[src/ghs_pkg.sv]
// shared types, constants and helpers for the graham scan convex hull block
// used by ghs_cross and convex_hull_graham_scan; no dependencies
`timescale 1ns / 1ps

package ghs_pkg;

  localparam int MaxPoints = 64;
  localparam int CoordBits = 16;
  localparam int CoordW    = 16;
  localparam int CoordUse  = (CoordBits < CoordW) ? CoordBits : CoordW;
  localparam int IdxW      = $clog2(MaxPoints);
  localparam int CntW      = $clog2(MaxPoints + 1);
  localparam int DiffW     = CoordW + 1;
  localparam int ProdW     = 2 * DiffW;
  localparam int AccW      = ProdW + 1;
  localparam int MinHull   = 3;

  typedef struct packed {
    logic signed [CoordW-1:0] point_x;
    logic signed [CoordW-1:0] point_y;
    logic                     final_point;
  } point_in_t;

  typedef struct packed {
    logic signed [CoordW-1:0] hull_x;
    logic signed [CoordW-1:0] hull_y;
    logic                     hull_last;
    logic                     overflow_flag;
  } hull_out_t;

  typedef struct packed {
    logic signed [CoordW-1:0] x;
    logic signed [CoordW-1:0] y;
  } pt_t;

  typedef struct packed {
    logic cross_pos;
    logic cross_zero;
    logic dot_pos;
  } cross_res_t;

  function automatic logic signed [CoordW-1:0] sext(input logic [CoordW-1:0] v);
    logic [CoordW-1:0] r;
    for (int i = 0; i < CoordW; i++) begin
      r[i] = (i < CoordUse) ? v[i] : v[CoordUse-1];
    end
    return $signed(r);
  endfunction

  function automatic logic signed [DiffW-1:0] diff(input logic signed [CoordW-1:0] a,
                                                   input logic signed [CoordW-1:0] b);
    logic [DiffW-1:0] ea;
    logic [DiffW-1:0] eb;
    ea = {a[CoordW-1], a};
    eb = {b[CoordW-1], b};
    return $signed(ea - eb);
  endfunction

  function automatic logic [DiffW-1:0] absd(input logic signed [DiffW-1:0] d);
    return d[DiffW-1] ? DiffW'(-d) : DiffW'(d);
  endfunction

endpackage

[src/ghs_cross.sv]
// multicycle cross and dot product unit sharing one multiplier
// depends on ghs_pkg
`timescale 1ns / 1ps

module ghs_cross (
  input  logic                            clk_i,
  input  logic                            rst_ni,
  input  logic                            start_i,
  input  logic signed [ghs_pkg::DiffW-1:0] ux_i,
  input  logic signed [ghs_pkg::DiffW-1:0] uy_i,
  input  logic signed [ghs_pkg::DiffW-1:0] vx_i,
  input  logic signed [ghs_pkg::DiffW-1:0] vy_i,
  output logic                            done_o,
  output ghs_pkg::cross_res_t             res_o
);

  logic signed [ghs_pkg::DiffW-1:0] ux_q, uy_q, vx_q, vy_q;
  logic signed [ghs_pkg::DiffW-1:0] ma, mb;
  logic signed [ghs_pkg::ProdW-1:0] prod_q;
  logic signed [ghs_pkg::AccW-1:0]  cr_q, dt_q;
  logic [2:0]                       step_q;
  logic                             busy_q, done_q;

  always_comb begin
    case (step_q)
      3'd0:    begin ma = ux_q; mb = vy_q; end
      3'd1:    begin ma = uy_q; mb = vx_q; end
      3'd2:    begin ma = ux_q; mb = vx_q; end
      default: begin ma = uy_q; mb = vy_q; end
    endcase
  end

  always_ff @(posedge clk_i or negedge rst_ni) begin
    if (!rst_ni) begin
      busy_q <= 1'b0;
      done_q <= 1'b0;
      step_q <= '0;
    end else begin
      done_q <= 1'b0;
      if (start_i) begin
        busy_q <= 1'b1;
        step_q <= '0;
      end else if (busy_q) begin
        step_q <= step_q + 3'd1;
        if (step_q == 3'd4) begin
          busy_q <= 1'b0;
          done_q <= 1'b1;
        end
      end
    end
  end

  always_ff @(posedge clk_i) begin
    if (start_i) begin
      ux_q <= ux_i;
      uy_q <= uy_i;
      vx_q <= vx_i;
      vy_q <= vy_i;
    end else if (busy_q) begin
      prod_q <= ma * mb;
      case (step_q)
        3'd1:    cr_q <= ghs_pkg::AccW'(prod_q);
        3'd2:    cr_q <= cr_q - ghs_pkg::AccW'(prod_q);
        3'd3:    dt_q <= ghs_pkg::AccW'(prod_q);
        3'd4:    dt_q <= dt_q + ghs_pkg::AccW'(prod_q);
        default: ;
      endcase
    end
  end

  assign done_o           = done_q;
  assign res_o.cross_zero = (cr_q == '0);
  assign res_o.cross_pos  = !cr_q[ghs_pkg::AccW-1] && (cr_q != '0);
  assign res_o.dot_pos    = !dt_q[ghs_pkg::AccW-1] && (dt_q != '0);

  ast_done_after_busy: assert property (@(posedge clk_i) disable iff (!rst_ni)
    done_q |-> $past(busy_q)) else $error("cross done without work");
  ast_no_start_busy: assert property (@(posedge clk_i) disable iff (!rst_ni)
    start_i |-> !busy_q) else $error("cross started while busy");
  ast_done_idle: assert property (@(posedge clk_i) disable iff (!rst_ni)
    done_q |-> !busy_q) else $error("cross done while busy");

endmodule

[config.mk]
export PLATFORM = sky130hd
export DESIGN_NAME = ghs_cross
export DESIGN_NICKNAME = d
export VERILOG_FILES = /design/src/ghs_pkg.sv /design/src/ghs_cross.sv
export SDC_FILE = /design/constraint.sdc
export NUM_CORES = 1
export LEC_CHECK = 0
export BUFFER_PORTS_ARGS = -buffer_cell sky130_fd_sc_hd__buf_2
export CAP_MARGIN = 5
export CORE_ASPECT_RATIO = 1.1
export CORE_MARGIN = 2
export CORE_UTILIZATION = 45
export CTS_BUF_LIST = sky130_fd_sc_hd__clkbuf_2 sky130_fd_sc_hd__clkbuf_4 sky130_fd_sc_hd__clkbuf_8
export DETAILED_ROUTE_END_ITERATION = 12
export HOLD_SLACK_MARGIN = 0.12
export SETUP_SLACK_MARGIN = 0.5
export SLEW_MARGIN = 40
export SYNTH_ARGS = -nofsm -noshare
export SYNTH_HDL_FRONTEND = slang
export SYNTH_SLANG_ARGS = --single-unit
export TNS_END_PERCENT = 1
[constraint.sdc]
create_clock -name clk_i -period 10.95 [get_ports clk_i]
set_clock_uncertainty 0.15 [all_clocks]
set_input_delay 1.095 -clock clk_i [delete_from_list [all_inputs] [get_ports clk_i]]
set_output_delay 1.095 -clock clk_i [all_outputs]
set_load 0.03 [all_outputs]
Word level (Yosys, flattened, before mapping)
Cells that the tools add are included.
- output and inout port bits: 4
- flip-flop bits (word level): 177
- word-level logic and storage cells: 47
- $add $sub $neg: 3
- bitwise operators: 1
- multipliers: 1
- reductions and logical operators: 16
- multiplexer cells: 12
- equal/unequal tests: 4
- operator list (operator ; number):
    35-bit case mux with 2 select lines ; 2
    35-bit nonzero test ; 2
    35-bit by 34-bit adder with 35-bit output ; 1
    35-bit logical NOT ; 1
    35-bit by 34-bit subtractor with 35-bit output ; 1
    17-bit by 17-bit multiplier with 34-bit output ; 1
    17-bit 2-to-1 mux ; 2
    3-bit by 2-bit == test with 1-bit output, second input constant ; 2
    1-bit 2-to-1 mux ; 6
    3-bit 2-to-1 mux ; 2
    3-bit AND reduction ; 2
    2-bit nonzero test ; 3
    2-bit OR reduction ; 2
    3-bit by 1-bit adder with 3-bit output, second input constant ; 1
    3-bit by 1-bit == test with 1-bit output, second input constant ; 1
    3-bit == test, second input constant ; 1
    3-bit logical NOT ; 1
    1-bit logical AND ; 2
    1-bit logical NOT ; 2
    2-bit AND reduction ; 1
    1-bit NOT ; 1

Depth between registers and ports, before layout
- word-level depth: 4
- gate-level depth with buffers: 29
- gate-level depth less buffers: 27

Worst setup path before layout
Ideal clock, no wire load.
- path type: register to register
- start point: register step_q[0]
- end point: register prod_q[33] (netlist bit), data pin
- clock period less this slack: 7.549 ns
- library setup time: 0.260 ns
- buffers on the path: 3
- data arrival time: 7.139 ns
- setup slack: 3.401 ns
- stages on the path, launching flop included: 29
- cell sequence: dfrtp_1 -> inv_1 -> ha_1 -> o21bai_1 -> clkbuf_1 -> buf_2 -> mux2i_1 -> clkbuf_1 -> nor2_1 -> fa_1 -> inv_1 -> fa_1 -> fa_1 -> inv_1 -> fa_1 -> fa_1 -> inv_1 -> fa_1 -> inv_1 -> ha_1 -> a21oi_1 -> o21ai_0 -> a311oi_1 -> o41ai_2 -> a21oi_1 -> o22ai_1 -> a211oi_2 -> a21oi_1 -> xnor2_1
- longest elaborated chain between the ends: 4
- elaborated cells on any way between the ends: 8
- those cells by class: 1 x mul; 2 x eq/ne; 2 x mux; 3 x reduce/logical
- RTL lines (item ; RTL line ; RTL):
    from (decl) ; ghs_cross.sv:21 ; logic [2:0] step_q;
    from (signal assigned) ; ghs_cross.sv:44 ; step_q <= step_q + 3'd1;
    3-bit by 2-bit == test with 1-bit output, or another cell as far along ; ghs_cross.sv:25 ; case (step_q)
    2-bit OR reduction (no source line) ; - ;
    17-bit 2-to-1 mux ; ghs_cross.sv:25 ;
    17-bit by 17-bit multiplier with 34-bit output * ; ghs_cross.sv:60 ; prod_q <= ma * mb;
    to (signal assigned) ; ghs_cross.sv:60 ;
    to (decl) ; ghs_cross.sv:19 ; logic signed [ghs_pkg::ProdW-1:0] prod_q;
Mark *: on every way between the ends. The rest lies on a longest branch, timed or not.
A chain may end at the register's enable or synchronous reset.

Worst setup path in the final report
Same ends and word-level chain as after synthesis.

==> run_results.csv <==
group,metric,value,unit
status,status,"finished, final reports clean",
timing,final.setup.tns,0,ps
cells_and_area,antenna_cells,0,
timing,finalCriticalPeriod,8250,ps
yosys,synth_top_cell_by_area,"fa_1",
worst_hold_path,hp-class,"input pin to asynchronous set/reset pin",
yosys,synth_ff_type,"edfxtp_1",
yosys,seq_area_frac_synth,25.1,%
placed_design,gp_congestion,0.930,
cells_and_area,layout.nets,2746,
cells_and_area,area_growth,7.66,%
floorplanning,initial_core_util,45.3,%
floorplanning,rows,83,
yosys,ys_seq_elements,177,
cells_and_area,multi_input_area,14300,sq um
cells_and_area,nFillCells,4341,
yosys,synth_nets,2678,
cts,cts_resized,0,
worst_setup_path,crit_path_end_kind,"flop",
cells_and_area,drive_gt1_share,8.91,%
cts,ctsLongestPathBuffers,2,
grt,first_global_vias,15800,
floorplanning,dieWidth,210,microns
cts,post_cts_buffers,0,
yosys,syn_area_per_cell,9.80,sq um
yosys,yosysWarningCount,0,
timing,finalSetupViolCount,0,
yosys,synth_area,21100,sq um
routing,vias,15000,
timing,max_freq,121,MHz
cts,cts_buffers,17,
floorplanning,dieArea,48600,sq um
flow_run,cap_viol_max_count,0,
timing,min_period_over_period,75.3,%
cts,cts_hold_repair.buffers,0,
cts,cts-htree-levels,4,
timing,maxSlewViolCount,0,
routing,ant_nets,0,
worst_setup_path,critPathLaunchType,"flop",
yosys,syn-instance-count,2152,
cts,root_buffer,"clkbuf_8",
timing,rsz0062_at_grt,"false",
worst_setup_path,worst-path-max-fanout,33,
grt,grt_first_pass_wirelength,82600,microns
worst_setup_path,required,11110,ps
routing,dr.pass1.iters,5,
yosys,synth-edff-count,172,
routing,drt_iter0_markers,814,
timing,worstMarginPinSlew,881,ps
cts,cts_tree,"built",
worst_setup_path,crit_type,"flop to flop",
routing,via_per_inst,5.30,
grt,grt_max_degree,66,
floorplanning,core_area,46500,sq um
grt,overflow,0,
cells_and_area,ff_latch_area,5290,sq um
cts,cts.sinks,177,
yosys,synth_top_area_share,28.3,%
yosys,synth_async_sr_flop_share,2.82,%
routing,wl,50600,microns
timing,hold_viol,0,
routing,remaining_drc_errors,0,
yosys,ys_top_cells_by_area,"fa_1 (28%), edfxtp_1 (24%), ha_1 (9.3%)",
cts,path_clk_slew,100,ps
worst_setup_path,arrival,8410,ps
timing,maxSlewHeadroom,40.7,%
placed_design,io_buffers,74,
grt,grt_antenna_before_repair,0,
placed_design,hpwl,41300,microns
yosys,ys_types,77,
cts,clock_latency,570,ps
floorplanning,die_h,231,microns
floorplanning,ios,75,
yosys,yosysMostFrequentCell,"inv_1",
yosys,synthTopCellsByCount,"inv_1 (384), fa_1 (298), nand2_1 (227)",
routing,wl_per_cell,17.9,microns
grt,grt_usage,22.1,%
## cells by family (layout without fill, tap and decap cells)
logic type	after synthesis	count (layout)	synth area share, %
AOI/OAI and AO/OA	340	340	10.5
xor gates and xnor gates	79	79	3.28
adders and majority gates	455	455	37.6
buffers and inverters	434	515	7.78
DFF	177	177	25.1
muxes	61	61	3.05
and+or+nand+nor	606	606	12.7
## sequential cells by signal (all words and copies together) (netlist names), 3 cells and up
name / count
cr_q: 35
dt_q: 35
prod_q: 34
step_q: 3
ux_q: 17
uy_q: 17
vx_q: 17
vy_q: 17
## cell usage in the layout (no fill, tap or decap), types with 12 or more instances in the layout
cell	synthesis	layout
fa_1	298	298
mux2i_2	0	13
o21ai_0	87	87
nand2b_1	19	18
or3_1	15	15
buf_4	0	23
o21a_1	19	19
a211oi_1	13	13
nand2_1	227	226
buf_2	4	74
nor4_1	19	18
a21o_1	44	44
clkbuf_8	0	17
edfxtp_1	172	172
o211ai_1	16	16
ha_1	157	157
a21oi_1	84	83
inv_1	384	384
mux2_2	27	27
mux2i_1	34	21
xor2_1	29	29
nand3_1	23	23
nor2_1	214	213
o31ai_1	12	12
and3_1	13	13
xnor2_1	50	50
nor3_1	17	17
## metrics by stage
step / cell area (sq um) / utilization (%) / setup slack [ps] / hold WS (ps) / std cells
2_1_floorplan: 21100 / - / 3400 / 388 / 2152
3_3_place_gp: 22200 / 47.8 / 2740 / 408 / 2796
3_5_place_dp: 22300 / 47.9 / 2650 / 450 / 2796
4_1_cts: 22700 / 48.8 / 2600 / 148 / 2828
5_1_grt: 22700 / 48.8 / 2210 / 169 / 2828
6_report: 22700 / 48.8 / 2700 / 204 / 2828
## worst paths after layout
path | slack [ps] | to | from | cells past startpoint
worst min-delay path | 200 | done_o$_DFF_PN0_ | rst_ni | 1
min in group clk_i | 470 | busy_q$_DFF_PN0_ | busy_q$_DFF_PN0_ | 1
worst max register to register | 2700 | prod_q[33]$_DFFE_PP_ | step_q[0]$_DFFE_PN0P_ | 26
worst max-delay path | 2700 | prod_q[33]$_DFFE_PP_ | step_q[0]$_DFFE_PN0P_ | 26
worst min register to register | 470 | busy_q$_DFF_PN0_ | busy_q$_DFF_PN0_ | 1
max in group asynchronous | 10260 | step_q[1]$_DFFE_PN0P_ | rst_ni | 1
## critical path, cell delays in order, from the launching register on
cell	delay [ps]
dfrtp_1	430
inv_1	90
ha_1	300
o21bai_4	160
buf_4	470
mux2i_1	780
nor2_1	150
fa_1	570
inv_1	50
fa_1	460
fa_1	520
inv_1	50
fa_1	440
fa_1	510
inv_1	50
fa_1	470
inv_1	40
ha_1	370
a21oi_1	90
o21ai_0	290
a311oi_1	100
o41ai_2	470
a21oi_1	190
o22ai_1	360
a211oi_2	150
a21oi_1	180
xnor2_1	80
## routing by layer
metal  global-route usage, %  routed length, microns  up-vias
met3                    3.51                    2360       86
met1                    28.4                   22300     7308
met5                       0                       0        -
li1                        -                       -     7214
met2                    36.8                   23800      378
met4                    10.0                    2130        0
## layout make-up
type / instances / share of cell area (%)
multi-input combinational: 1541 / 62.8
sequential: 177 / 23.3
inverter: 385 / 6.36
tap: 595 / 3.28
timing repair buffer: 98 / 2.44
clock buffer: 18 / 1.06
clock inverter: 14 / 0.749
Power is left out: the tool's default activity adds up to more than one toggle a clock period on the data nets, which glitch-free logic cannot reach.
